--- src/hw/rtl/escmps_pkg.sv ---
// ----------------------------------------------------------------------------
// escmps_pkg
// Shared types, constants and control store for the ESC arming pulse shaper.
// ----------------------------------------------------------------------------
package escmps_pkg;

   // field widths
   localparam int MOTOR_COUNT_DEF = 4;
   localparam int CMD_W           = 18;
   localparam int NOW_W           = 32;
   localparam int PULSE_W         = 16;
   localparam int PHASE_W         = 2;
   localparam int CFG_W           = 17;
   localparam int Q16_W           = 17;
   localparam int PROD_W          = 34;
   localparam int ACC_W           = 35;

   // fixed values
   localparam logic [Q16_W-1:0]   Q16_ONE        = 17'd65536;
   localparam logic [ACC_W-1:0]   ROUND_HALF     = 35'd32768;
   localparam logic [PULSE_W-1:0] DEFAULT_PERIOD = 16'd20000;

   // register reset values
   localparam logic [15:0] RST_PULSE_LOW  = 16'd1000;
   localparam logic [15:0] RST_PULSE_HIGH = 16'd2000;
   localparam logic [15:0] RST_PERIOD     = 16'd19999;
   localparam logic [15:0] RST_LOW_HOLD   = 16'd5000;
   localparam logic [15:0] RST_MID_HOLD   = 16'd500;
   localparam logic [15:0] RST_MID_PULSE  = 16'd1500;
   localparam logic [16:0] RST_ALPHA      = 17'd39322;

   // register index codes
   typedef enum logic [2:0] {
      CSR_PULSE_LOW   = 3'd0,
      CSR_PULSE_HIGH  = 3'd1,
      CSR_PERIOD      = 3'd2,
      CSR_LOW_HOLD    = 3'd3,
      CSR_MID_HOLD    = 3'd4,
      CSR_MID_PULSE   = 3'd5,
      CSR_SMOOTH_ALPHA = 3'd6
   } csr_index_type;

   // arming phase
   typedef enum logic [PHASE_W-1:0] {
      PH_LOW   = 2'd0,
      PH_MID   = 2'd1,
      PH_ARMED = 2'd2
   } phase_type;

   // multiplier operand selection
   typedef enum logic [1:0] {
      MUL_NONE = 2'd0,
      MUL_CMD  = 2'd1,
      MUL_PREV = 2'd2,
      MUL_SPAN = 2'd3
   } mul_sel_type;

   // sequencer flow control
   typedef enum logic [1:0] {
      JMP_NEXT   = 2'd0,
      JMP_LOOP   = 2'd1,
      JMP_FINISH = 2'd2
   } jump_type;

   typedef logic [2:0] step_type;

   localparam step_type STEP_MUL_CMD  = 3'd0;
   localparam step_type STEP_MUL_PREV = 3'd1;
   localparam step_type STEP_AVG      = 3'd2;
   localparam step_type STEP_MUL_SPAN = 3'd3;
   localparam step_type STEP_MAP      = 3'd4;
   localparam step_type STEP_FINISH   = 3'd5;

   typedef struct packed {
      mul_sel_type mul_sel;
      logic        acc_load;
      logic        avg_write;
      logic        pulse_write;
      jump_type    jump;
      step_type    target;
   } ucode_type;

   // control group from sequencer to datapath
   typedef struct packed {
      mul_sel_type mul_sel;
      logic        acc_load;
      logic        avg_write;
      logic        pulse_write;
      logic        commit;
   } seq_ctrl_type;

   // control store: five steps per motor, then one commit step
   function automatic ucode_type ucode_rom(input step_type step);
      ucode_type word;
      word = '{mul_sel: MUL_NONE, acc_load: 1'b0, avg_write: 1'b0, pulse_write: 1'b0,
               jump: JMP_FINISH, target: STEP_MUL_CMD};
      unique case (step)
         STEP_MUL_CMD: begin
            word.mul_sel = MUL_CMD;
            word.jump    = JMP_NEXT;
         end
         STEP_MUL_PREV: begin
            word.mul_sel  = MUL_PREV;
            word.acc_load = 1'b1;
            word.jump     = JMP_NEXT;
         end
         STEP_AVG: begin
            word.avg_write = 1'b1;
            word.jump      = JMP_NEXT;
         end
         STEP_MUL_SPAN: begin
            word.mul_sel = MUL_SPAN;
            word.jump    = JMP_NEXT;
         end
         STEP_MAP: begin
            word.pulse_write = 1'b1;
            word.jump        = JMP_LOOP;
            word.target      = STEP_MUL_CMD;
         end
         default: begin
            word.jump = JMP_FINISH;
         end
      endcase
      return word;
   endfunction

endpackage

--- src/hw/rtl/escmps_sequencer.sv ---
// ----------------------------------------------------------------------------
// escmps_sequencer
// Step counter, motor loop counter and control store readout.
// ----------------------------------------------------------------------------
module escmps_sequencer
   import escmps_pkg::*;
#(
   parameter int MOTOR_COUNT = MOTOR_COUNT_DEF,
   parameter int IDX_W       = 2
) (
   input  logic               clock,
   input  logic               reset,
   input  logic               start,
   input  logic               out_free,
   output logic               busy,
   output logic [IDX_W-1:0]   motor_idx,
   output seq_ctrl_type       ctrl
);

   localparam logic [IDX_W-1:0] LAST_IDX = IDX_W'(MOTOR_COUNT - 1);

   logic             busy_ff, busy_in;
   step_type         step_ff, step_in;
   logic [IDX_W-1:0] idx_ff, idx_in;
   ucode_type        word;

   assign word = ucode_rom(step_ff);

   // next step and loop count
   always_comb begin
      busy_in = busy_ff;
      step_in = step_ff;
      idx_in  = idx_ff;
      if (!busy_ff) begin
         if (start) begin
            busy_in = 1'b1;
            step_in = STEP_MUL_CMD;
            idx_in  = '0;
         end
      end else begin
         unique case (word.jump)
            JMP_NEXT: begin
               step_in = step_ff + 3'd1;
            end
            JMP_LOOP: begin
               if (idx_ff == LAST_IDX) begin
                  step_in = step_ff + 3'd1;
               end else begin
                  idx_in  = idx_ff + IDX_W'(1);
                  step_in = word.target;
               end
            end
            default: begin
               if (out_free) begin
                  busy_in = 1'b0;
               end
            end
         endcase
      end
   end

   always_ff @(posedge clock) begin
      if (reset) begin
         busy_ff <= 1'b0;
         step_ff <= STEP_MUL_CMD;
         idx_ff  <= '0;
      end else begin
         busy_ff <= busy_in;
         step_ff <= step_in;
         idx_ff  <= idx_in;
      end
   end

   // control word gated by activity
   always_comb begin
      ctrl.mul_sel     = busy_ff ? word.mul_sel : MUL_NONE;
      ctrl.acc_load    = busy_ff && word.acc_load;
      ctrl.avg_write   = busy_ff && word.avg_write;
      ctrl.pulse_write = busy_ff && word.pulse_write;
      ctrl.commit      = busy_ff && (word.jump == JMP_FINISH) && out_free;
   end

   assign busy      = busy_ff;
   assign motor_idx = idx_ff;

endmodule

--- src/hw/rtl/esc_arming_motor_pulse_shaper_top.sv ---
// A new input transaction is accepted only while the sequencer is idle, after the previous commit.
// Each transaction runs through the one shared 17x17 multiplier: three products per motor.
// A finished result waits in the output register; the commit step stalls while it is full and not taken.
// Reset: synchronous, clears registers to defaults, averages to zero, phase to low hold.
// ----------------------------------------------------------------------------
// esc_arming_motor_pulse_shaper_top
// Per-motor exponential smoothing, pulse mapping and ESC arming sequence.
// ----------------------------------------------------------------------------
module esc_arming_motor_pulse_shaper_top
   import escmps_pkg::*;
#(
   parameter int MOTOR_COUNT = MOTOR_COUNT_DEF,
   localparam int IN_W  = (((MOTOR_COUNT * CMD_W + NOW_W) + 7) / 8) * 8,
   localparam int OUT_W = (((MOTOR_COUNT * PULSE_W + PHASE_W) + 7) / 8) * 8
) (
   input  logic             clock,
   input  logic             reset,
   input  logic             csr_we,
   input  logic [2:0]       csr_index,
   input  logic [CFG_W-1:0] csr_wdata,
   input  logic             req_tvalid,
   output logic             req_tready,
   // motor_cmd_a, motor_cmd_b, motor_cmd_c, motor_cmd_d (18 bit each), now_ms (32 bit)
   input  logic [IN_W-1:0]  req_tdata,
   output logic             rsp_tvalid,
   input  logic             rsp_tready,
   // pulse_a, pulse_b, pulse_c, pulse_d (16 bit each), arm_phase (2 bit), zero fill
   output logic [OUT_W-1:0] rsp_tdata
);

   localparam int IDX_W = (MOTOR_COUNT > 1) ? $clog2(MOTOR_COUNT) : 1;

   logic             seq_busy;
   logic             out_free;
   logic [IDX_W-1:0] motor_idx;
   seq_ctrl_type     seq_ctrl;

   escmps_sequencer #(
      .MOTOR_COUNT (MOTOR_COUNT),
      .IDX_W       (IDX_W)
   ) u_seq (
      .clock     (clock),
      .reset     (reset),
      .start     (req_tvalid && req_tready),
      .out_free  (out_free),
      .busy      (seq_busy),
      .motor_idx (motor_idx),
      .ctrl      (seq_ctrl)
   );

   assign req_tready = !seq_busy;

   // configuration registers
   logic [15:0] pulse_low_ff, pulse_high_ff, period_ff;
   logic [15:0] low_hold_ff, mid_hold_ff, mid_pulse_ff;
   logic [16:0] alpha_ff;

   always_ff @(posedge clock) begin
      if (reset) begin
         pulse_low_ff  <= RST_PULSE_LOW;
         pulse_high_ff <= RST_PULSE_HIGH;
         period_ff     <= RST_PERIOD;
         low_hold_ff   <= RST_LOW_HOLD;
         mid_hold_ff   <= RST_MID_HOLD;
         mid_pulse_ff  <= RST_MID_PULSE;
         alpha_ff      <= RST_ALPHA;
      end else if (csr_we) begin
         unique case (csr_index_type'(csr_index))
            CSR_PULSE_LOW:    pulse_low_ff  <= csr_wdata[15:0];
            CSR_PULSE_HIGH:   pulse_high_ff <= csr_wdata[15:0];
            CSR_PERIOD:       period_ff     <= csr_wdata[15:0];
            CSR_LOW_HOLD:     low_hold_ff   <= csr_wdata[15:0];
            CSR_MID_HOLD:     mid_hold_ff   <= csr_wdata[15:0];
            CSR_MID_PULSE:    mid_pulse_ff  <= csr_wdata[15:0];
            CSR_SMOOTH_ALPHA: alpha_ff      <= csr_wdata;
            default: begin
            end
         endcase
      end
   end

   // input transaction capture
   logic [CMD_W-1:0] cmd_ff [MOTOR_COUNT];
   logic [NOW_W-1:0] now_ff;

   always_ff @(posedge clock) begin
      if (req_tvalid && req_tready) begin
         for (int i = 0; i < MOTOR_COUNT; i++) begin
            cmd_ff[i] <= req_tdata[i*CMD_W +: CMD_W];
         end
         now_ff <= req_tdata[MOTOR_COUNT*CMD_W +: NOW_W];
      end
   end

   // derived register values
   logic [Q16_W-1:0]   alpha_sat, beta;
   logic signed [17:0] span;
   logic               span_neg;
   logic [17:0]        span_abs;
   logic [15:0]        span_mag;
   logic [PULSE_W-1:0] limit;

   assign alpha_sat = (alpha_ff > Q16_ONE) ? Q16_ONE : alpha_ff;
   assign beta      = Q16_ONE - alpha_sat;
   assign span      = $signed({2'b00, pulse_high_ff}) - $signed({2'b00, pulse_low_ff});
   assign span_neg  = span[17];
   assign span_abs  = span_neg ? 18'(-span) : 18'(span);
   assign span_mag  = span_abs[15:0];
   assign limit     = (period_ff == '0) ? DEFAULT_PERIOD : period_ff;

   // selected motor operands
   logic [CMD_W-1:0] cmd_sel;
   logic [Q16_W-1:0] cmd_clamped;
   logic [Q16_W-1:0] avg_ff [MOTOR_COUNT];
   logic [Q16_W-1:0] avg_sel;

   assign cmd_sel = cmd_ff[motor_idx];
   assign avg_sel = avg_ff[motor_idx];

   // negative command reads as zero, above full as full
   always_comb begin
      if (cmd_sel[CMD_W-1]) begin
         cmd_clamped = '0;
      end else if (cmd_sel[Q16_W-1:0] > Q16_ONE) begin
         cmd_clamped = Q16_ONE;
      end else begin
         cmd_clamped = cmd_sel[Q16_W-1:0];
      end
   end

   // shared multiplier
   logic [Q16_W-1:0]  op_a, op_b;
   logic [PROD_W-1:0] prod_ff;

   always_comb begin
      unique case (seq_ctrl.mul_sel)
         MUL_CMD: begin
            op_a = alpha_sat;
            op_b = cmd_clamped;
         end
         MUL_PREV: begin
            op_a = beta;
            op_b = avg_sel;
         end
         MUL_SPAN: begin
            op_a = {1'b0, span_mag};
            op_b = avg_sel;
         end
         default: begin
            op_a = '0;
            op_b = '0;
         end
      endcase
   end

   always_ff @(posedge clock) begin
      prod_ff <= op_a * op_b;
   end

   // smoothing accumulator
   logic [ACC_W-1:0] acc_ff;
   logic [ACC_W-1:0] avg_sum;

   assign avg_sum = acc_ff + {1'b0, prod_ff};

   always_ff @(posedge clock) begin
      if (seq_ctrl.acc_load) begin
         acc_ff <= {1'b0, prod_ff} + ROUND_HALF;
      end
   end

   always_ff @(posedge clock) begin
      if (reset) begin
         for (int i = 0; i < MOTOR_COUNT; i++) begin
            avg_ff[i] <= '0;
         end
      end else if (seq_ctrl.avg_write) begin
         avg_ff[motor_idx] <= avg_sum[32:16];
      end
   end

   // pulse mapping, rounded half away from zero, clamped to the period
   logic [ACC_W-1:0]   map_rnd;
   logic [16:0]        map_q;
   logic signed [18:0] map_p;
   logic [PULSE_W-1:0] map_pulse;
   logic [PULSE_W-1:0] pulse_ff [MOTOR_COUNT];

   assign map_rnd = {1'b0, prod_ff} + ROUND_HALF;
   assign map_q   = map_rnd[32:16];
   assign map_p   = span_neg ? ($signed({3'b000, pulse_low_ff}) - $signed({2'b00, map_q}))
                             : ($signed({3'b000, pulse_low_ff}) + $signed({2'b00, map_q}));

   always_comb begin
      if (map_p < 0) begin
         map_pulse = '0;
      end else if (map_p > $signed({3'b000, limit})) begin
         map_pulse = limit;
      end else begin
         map_pulse = map_p[PULSE_W-1:0];
      end
   end

   always_ff @(posedge clock) begin
      if (seq_ctrl.pulse_write) begin
         pulse_ff[motor_idx] <= map_pulse;
      end
   end

   // arming phase state
   phase_type          phase_ff, phase_in;
   logic [NOW_W-1:0]   start_ff, start_in, start_eff, elapsed;
   logic               start_taken_ff;
   logic [PULSE_W-1:0] hold_low, hold_mid;
   logic [PULSE_W-1:0] out_pulse [MOTOR_COUNT];

   assign start_eff = start_taken_ff ? start_ff : now_ff;
   assign elapsed   = now_ff - start_eff;
   assign hold_low  = (pulse_low_ff > limit) ? limit : pulse_low_ff;
   assign hold_mid  = (mid_pulse_ff > limit) ? limit : mid_pulse_ff;

   // hold widths follow the phase at the start of the transaction
   always_comb begin
      phase_in = phase_ff;
      start_in = start_eff;
      for (int i = 0; i < MOTOR_COUNT; i++) begin
         out_pulse[i] = pulse_ff[i];
      end
      unique case (phase_ff)
         PH_LOW: begin
            for (int i = 0; i < MOTOR_COUNT; i++) begin
               out_pulse[i] = hold_low;
            end
            if (elapsed >= {16'd0, low_hold_ff}) begin
               phase_in = PH_MID;
               start_in = now_ff;
            end
         end
         PH_MID: begin
            for (int i = 0; i < MOTOR_COUNT; i++) begin
               out_pulse[i] = hold_mid;
            end
            if (elapsed >= {16'd0, mid_hold_ff}) begin
               phase_in = PH_ARMED;
               start_in = now_ff;
            end
         end
         default: begin
         end
      endcase
   end

   always_ff @(posedge clock) begin
      if (reset) begin
         phase_ff       <= PH_LOW;
         start_ff       <= '0;
         start_taken_ff <= 1'b0;
      end else if (seq_ctrl.commit) begin
         phase_ff       <= phase_in;
         start_ff       <= start_in;
         start_taken_ff <= 1'b1;
      end
   end

   // output register
   logic               rsp_valid_ff;
   logic [PULSE_W-1:0] rsp_pulse_ff [MOTOR_COUNT];
   logic [PHASE_W-1:0] rsp_phase_ff;

   assign out_free = !rsp_valid_ff || rsp_tready;

   always_ff @(posedge clock) begin
      if (reset) begin
         rsp_valid_ff <= 1'b0;
      end else if (seq_ctrl.commit) begin
         rsp_valid_ff <= 1'b1;
      end else if (rsp_tready) begin
         rsp_valid_ff <= 1'b0;
      end
   end

   always_ff @(posedge clock) begin
      if (seq_ctrl.commit) begin
         for (int i = 0; i < MOTOR_COUNT; i++) begin
            rsp_pulse_ff[i] <= out_pulse[i];
         end
         rsp_phase_ff <= phase_in;
      end
   end

   assign rsp_tvalid = rsp_valid_ff;

   always_comb begin
      rsp_tdata = '0;
      for (int i = 0; i < MOTOR_COUNT; i++) begin
         rsp_tdata[i*PULSE_W +: PULSE_W] = rsp_pulse_ff[i];
      end
      rsp_tdata[MOTOR_COUNT*PULSE_W +: PHASE_W] = rsp_phase_ff;
   end

`ifndef SYNTH
   // the sequencer only goes idle through a commit
   a_idle_after_commit: assert property (@(posedge clock) disable iff (reset)
      $fell(seq_busy) |-> $past(seq_ctrl.commit))
      else $error("sequencer left busy without commit");

   // commit only after the last motor has been mapped
   a_commit_last_motor: assert property (@(posedge clock) disable iff (reset)
      seq_ctrl.commit |-> (motor_idx == IDX_W'(MOTOR_COUNT - 1)))
      else $error("commit before last motor");

   // phase moves only on a commit
   a_phase_on_commit: assert property (@(posedge clock) disable iff (reset)
      !$stable(phase_ff) |-> $past(seq_ctrl.commit))
      else $error("phase changed without commit");
`endif

endmodule
--- config.mk ---
export PLATFORM = sky130hd
export DESIGN_NAME = esc_arming_motor_pulse_shaper_top
export DESIGN_NICKNAME = d
export VERILOG_FILES = /design/src/hw/rtl/escmps_pkg.sv /design/src/hw/rtl/escmps_sequencer.sv /design/src/hw/rtl/esc_arming_motor_pulse_shaper_top.sv
export SDC_FILE = /design/constraint.sdc
export NUM_CORES = 2
export LEC_CHECK = 0
export ABC_CLOCK_PERIOD_IN_PS = 23400
export BUFFER_PORTS_ARGS = -buffer_cell sky130_fd_sc_hd__buf_2
export CAP_MARGIN = 30
export CORE_MARGIN = 4
export CORE_UTILIZATION = 25
export DETAILED_ROUTE_END_ITERATION = 10
export SLEW_MARGIN = 0
export SYNTH_ARGS = -nofsm -noshare
export SYNTH_HDL_FRONTEND = slang
export SYNTH_SLANG_ARGS = --single-unit
export TNS_END_PERCENT = 1
--- constraint.sdc ---
create_clock -name clock -period 23.4 [get_ports clock]
set_clock_uncertainty 0.1 [all_clocks]
set_input_delay 2.34 -clock clock [delete_from_list [all_inputs] [get_ports clock]]
set_output_delay 2.34 -clock clock [all_outputs]
set_load 0.005 [all_outputs]
; ---- After elaboration in Yosys (flattened, before gate mapping)
; Memory sizes are Yosys's and may differ from the RTL's. A register that Yosys moved wholly into a read port is not among the register bits.
; Cells that the tools add are included.
[word_totals]
elab_cells = 147
ram_bits = 268
n_memories = 4
in_bits = 129
regBits = 255
[classes]
n_mul = 1
eq_ne = 20
n_lt_le_gt_ge = 8
muxes = 57
addsub = 10
n_reduce_logical = 29
[mem_list]
columns = memory, words, width, rd, rd_ports_with_merged_regs, write_ports, line_no
row1 = cmd_ff, 4, 18, 1, 1, 4, esc_arming_motor_pulse_shaper_top.sv:83  ; logic [CMD_W-1:0] cmd_ff [MOTOR_COUNT];
row2 = avg_ff, 4, 17, 1, 1, 4, esc_arming_motor_pulse_shaper_top.sv:114  ; logic [Q16_W-1:0] avg_ff [MOTOR_COUNT];
row3 = pulse_ff, 4, 16, 4, 0, 1, esc_arming_motor_pulse_shaper_top.sv:187  ; logic [PULSE_W-1:0] pulse_ff [MOTOR_COUNT];
row4 = rsp_pulse_ff, 4, 16, 4, 0, 4, esc_arming_motor_pulse_shaper_top.sv:267  ; logic [PULSE_W-1:0] rsp_pulse_ff [MOTOR_COUNT];
[ops]
columns = operator, n
row1 = case mux 64 bit (2 select lines), 1
row2 = 2-to-1 mux 16 bit, 6
row3 = 2-to-1 mux 32 bit, 3
row4 = 2-to-1 mux 17 bit, 4
row5 = greater-or-equal comparator 32 x 16 -> 1 bit, 2
row6 = case mux 32 bit (2 select lines), 1
row7 = case mux 17 bit (3 select lines), 1
row8 = > comparator 17 bit (second input constant), 2
row9 = case mux 17 bit (2 select lines), 1
row10 = adder 33 x 16 -> 33 bit (second input constant), 1
row11 = adder 33 bit, 1
row12 = multiplier 17 x 17 -> 33 bit, 1
row13 = > comparator 16 bit, 2
row14 = subtractor 32 bit, 1
row15 = 2-to-1 mux 2 bit, 12
row16 = 2-to-1 mux 1 bit, 20
row17 = > comparator 19 x 17 -> 1 bit, 1
row18 = less-than comparator 19 x 1 -> 1 bit (second input constant), 1
row19 = 2-to-1 mux 19 bit, 1
row20 = adder 16 x 17 -> 18 bit, 1
row21 = subtractor 16 x 17 -> 18 bit, 1
row22 = OR reduction 17 bit, 1
row23 = subtractor 16 x 16 -> 17 bit, 1
row24 = subtractor 17 bit (first input constant), 1
row25 = other kinds (25), 58

; ---- Logic depth before layout (Yosys ltp)
[depth]
ltp_word = 8
mapped_depth = 39
ltp_nobuf = 37

; ---- Hierarchy
; A second synthesis with hierarchy kept.
[hier_totals]
cells_unflattened = 3873
area_unflattened_um2 = 37739.9
[modules_own_cells]
columns = mod, cells_per_inst, area_per_inst_um2, instances
row1 = esc_arming_motor_pulse_shaper_top, 3823, 37307.0, 1
row2 = escmps_sequencer, 50, 432.9, 1

; ---- Worst setup path after synthesis
; Ideal clock, no wire load.
[synth_path]
kind = flip-flop to flip-flop
startpoint = reg pulse_low_ff[0]
endpoint = reg prod_ff[31]
synth_period_minus_slack_ns = 9.132
arrival_ns = 8.960
path_buffers = 2
path_slack_ns = 14.268
stages_incl_launch_ff = 36
cell_sequence = dfxtp_1 -> ha_1 -> fa_1 -> nor2b_1 -> o21ai_1 -> a21boi_1 -> o21bai_1 -> a21oi_1 -> a211o_1 -> a311oi_1 -> nor2_1 -> buf_1 -> clkbuf_1 -> nor3_1 -> o21ai_1 -> a21boi_0 -> fa_1 -> inv_1 -> fa_1 -> inv_1 -> fa_1 -> fa_1 -> fa_1 -> inv_1 -> fa_1 -> inv_1 -> ha_1 -> or2_2 -> a21oi_1 -> a31oi_1 -> a311o_1 -> a221o_1 -> a31o_2 -> a31o_2 -> a21oi_1 -> xnor2_1
[synth_via]
elab_chain_cells = 5
[synth_lines]
columns = item, line_no
row1 = "start, declared", esc_arming_motor_pulse_shaper_top.sv:54  ; logic [15:0] pulse_low_ff, pulse_high_ff, period_ff;
row2 = "start signal, assigned", esc_arming_motor_pulse_shaper_top.sv:69  ; CSR_PULSE_LOW: pulse_low_ff <= csr_wdata[15:0];
row3 = subtractor 16 x 16 -> 17 bit *, esc_arming_motor_pulse_shaper_top.sv:105  ; assign span = $signed({2'b00, pulse_high_ff}) - $signed({2'b00, pulse_low_ff});
row4 = negator 16 bit, esc_arming_motor_pulse_shaper_top.sv:107  ; assign span_abs = span_neg ? 18'(-span) : 18'(span);
row5 = 2-to-1 mux 16 bit *, esc_arming_motor_pulse_shaper_top.sv:107
row6 = case mux 17 bit (3 select lines) *, esc_arming_motor_pulse_shaper_top.sv:136  ; unique case (seq_ctrl.mul_sel)
row7 = multiplier 17 x 17 -> 33 bit *, esc_arming_motor_pulse_shaper_top.sv:157  ; prod_ff <= op_a * op_b;
row8 = "end signal, assigned", esc_arming_motor_pulse_shaper_top.sv:157
row9 = "end, declared", esc_arming_motor_pulse_shaper_top.sv:133  ; logic [PROD_W-1:0] prod_ff;
; Every way passes the cells marked *; elsewhere a longest branch is shown, timed or not.
; A chain may end at the register's enable or synchronous reset.

==> results by group <==
Synthesis
  • Register area share after synthesis: 35.3%
  • EDFF count, synth: 335
  • Mapped Avg Cell Area: 9.73 sq um
  • Synth top cells by count: 478 x nand2_1, 423 x inv_1, 335 x edfxtp_1
  • FFs w/ async S/R, synth: 0%
  • Mapped Cells: 4033
  • Area share of the largest cell type after synthesis: 25.6%
  • Prevailing post-synth register cell: edfxtp_1
  • Distinct cell type count after synthesis: 100
  • Yosys top cell by area: edfxtp_1
  • Most frequent cell after synthesis: nand2_1
  • Synth top area cells: edfxtp_1 26%, fa_1 12%, ha_1 9.8%, dfxtp_1 9.7%, nand2_1 4.6%
  • Flop and latch count out of synthesis: 525
  • YS warnings: 0
  • Post-Synthesis Cell Area: 39200 sq um

Clock tree
  • Clock root buffer: clkbuf_16
  • Max Root-Sink Buffers: 3
  • CTS tree: built
  • Clock sink total: 525
  • CTS Buf Count: 56
  • Post-CTS Setup Bufs: 0
  • H-tree depth: 2
  • Hold buffer count at cts: 0
  • Clk slew on worst S/H paths: 0.06 ns
  • Post-CTS Resized: 0
  • Clk_lat worst skew: 0.67 ns

Routing
  • Pre-antenna DRT Iters: 6
  • Remaining routing DRC violations: 0
  • Routed wire length: 120000 microns
  • Vias per std cell: 4.93
  • WL/cell: 19.0 microns
  • DR vias: 31008
  • Iter 0 DRT Violations: 2422
  • Final ANT Viol Nets: 0

STA
  • Final Cycle Share: 45.5%
  • Hold Vio Cnt, Final: 0
  • Fmax: 93.8 MHz
  • Worst setup margin: 12.74 ns
  • RSZ-0062 raised after global routing: no
  • Tmin final: 10.66 ns
  • Worst relative slew slack: 29.6%
  • Least-Margin Pin Slew: 1.04 ns
  • Final setup violation count: 0
  • Hold slack: 0.332 ns
  • Setup tns final: 0 ns
  • Final Slew Violations: 0

Place
  • Port bufs: 196
  • Post-DP HPWL: 90500 microns
  • Post-Place Worst Slack: 12.80 ns
  • GP Congestion: 0.929

Power and ir drop
  • PD cells: 58.9 nW/um^2
  • P_leak: 18.2 nW
  • Pwr Total: 2.63 mW
  • Peak supply drop: 0.0000621 V

Floorplan
  • Row cnt: 145
  • Core Footprint: 156000 sq um
  • Starting Density: 25.1%
  • Die X: 404 microns
  • Ports: 203
  • Die area: 163000 sq um
  • Die Height: 404 microns

Worst hold path
  • Worst hold path type: flip-flop to flip-flop

Worst setup path
  • Crit end category: flip-flop
  • Crit Path Max Fanout: 39
  • Startpoint Class: flip-flop
  • WP data arrival: 11.09 ns
  • Worst Path Required: 23.84 ns
  • WS Path Type: flip-flop to flip-flop

Outcome
  • Outcome: completed

Global route
  • Number of global-route vias before repair: 31145
  • Gr ovfl total: 0
  • Initial antenna violation count: 3
  • Largest net degree at the start of global routing: 80
  • Total GRT Usage: 14.3%
  • First-pass GRT wire length: 183000 microns

Cells and area
  • Layout cells sized above 1: 12.5%
  • Layout area overhead: 13.9%
  • Final Util: 28.6%
  • Nets@finish: 4851

Flow run
  • Max-Cap Viols: 0
-- logic make-up after synthesis --
family                     Yosys count  share of synthesized area (%)
AOI/OAI and AO/OA                  935                           16.8
buffers and inverters              606                           6.04
other                                1                        0.00956
DFF                                525                           35.3
xor gates and xnor gates           117                           2.61
adders and majority gates          534                           21.4
and+or+nand+nor                   1211                           14.1
muxes                              104                           3.70
-- per-layer routing --
metal	global-route usage, %	wire [microns]	vias up
met5	0	7	-
met4	6.73	5860	2
met3	2.07	7070	231
met2	24.7	58100	972
met1	17.5	48500	15227
li1	-	-	14576
-- area by class of cell --
class | instances | area, sq um
diodes | 2 | 5.00
clock buffers | 61 | 1430
clock inverters | 45 | 518
fillers | 16316 | 111000
inverters | 427 | 1610
multi-input cells | 2907 | 23100
flip-flops and latches | 525 | 13900
well taps | 2058 | 2570
repair buffers | 271 | 1600
-- state kept, by name, summed over array words and instances, names as in the netlist, 2 cells and up, named ones only --
| register | cells |
|---|---|
| mid_hold_ff | 16 |
| phase_ff | 2 |
| start_ff | 32 |
| alpha_ff | 17 |
| pulse_low_ff | 16 |
| pulse_high_ff | 16 |
| prod_ff | 33 |
| pulse_ff | 64 |
| avg_ff | 68 |
| period_ff | 16 |
| rsp_phase_ff | 2 |
| acc_ff | 33 |
| now_ff | 32 |
| mid_pulse_ff | 16 |
| cmd_ff | 72 |
| u_seq.motor_idx | 2 |
| rsp_pulse_ff | 64 |
| low_hold_ff | 16 |
| u_seq.step_ff | 3 |
-- worst max-delay path, stage by stage (launching register included) --
cell and delay [ns]:
dfxtp_2 0.32, buf_4 0.53, mux4_2 0.62, nor4_1 0.42, nand4_1 0.17, a211oi_2 0.90
a22o_1 0.77, nand2_1 0.23, a2111oi_0 0.43, nor3_1 0.14, fa_1 0.54, fa_1 0.44
fa_1 0.53, inv_1 0.05, fa_1 0.47, fa_1 0.53, fa_1 0.49, ha_1 0.37
a21o_1 0.18, a21oi_1 0.20, o21bai_1 0.09, a21o_1 0.19, a2111oi_0 0.47, nor3_1 0.15
o41ai_1 0.65, o2111ai_1 0.23, a21oi_1 0.21, xnor2_1 0.09
-- where the power goes --
part | switching (mW) | total [mW] | internal (mW)
clock network | 0.413 | 0.942 | 0.529
logic | 0.407 | 0.617 | 0.210
registers | 0.0257 | 1.07 | 1.05
total | 0.846 | 2.63 | 1.79
-- path summary, 6_finish.rpt --
check / start / to / slack (ns) / depth (start not counted)
setup / recovery: flip-flop / prod_ff[32] / 12.74 / 27
hold / removal: prod_ff[12] / acc_ff[12] / 0.33 / 0
setup reg to reg: flip-flop / prod_ff[32] / 12.74 / 27
hold reg to reg: prod_ff[12] / acc_ff[12] / 0.33 / 0
-- stage by stage --
| step | instance area (sq um) | instances |
|---|---|---|
| after floorplan | 39200 | 4038 |
| after global placement | 42600 | 6178 |
| after detailed placement | 42700 | 6185 |
| after CTS | 44600 | 6291 |
| after global routing | 44700 | 6294 |
| final | 44700 | 6296 |
-- cells in the final DEF (no fill, tap or decap), types with 30 or more instances in the layout --
cell type,Yosys,routed
clkbuf_16,0,56
dfxtp_1,190,186
a22oi_1,30,30
inv_1,423,422
nand2_1,478,478
o21a_1,41,41
nor2_1,249,248
nand2b_1,32,31
buf_4,8,70
nand3_1,172,172
buf_2,9,196
o21bai_1,44,44
nor2b_1,34,33
mux4_2,31,31
and2_1,50,50
a21oi_1,246,246
fa_1,227,227
o21ai_0,149,146
xnor2_1,81,81
edfxtp_1,335,335
a21o_1,69,69
o211ai_1,73,73
mux2i_1,56,55
o221ai_2,30,31
ha_1,307,307
nor3_1,53,51
xor2_1,36,35
No activity file was read; power rests on OpenSTA's default activity.
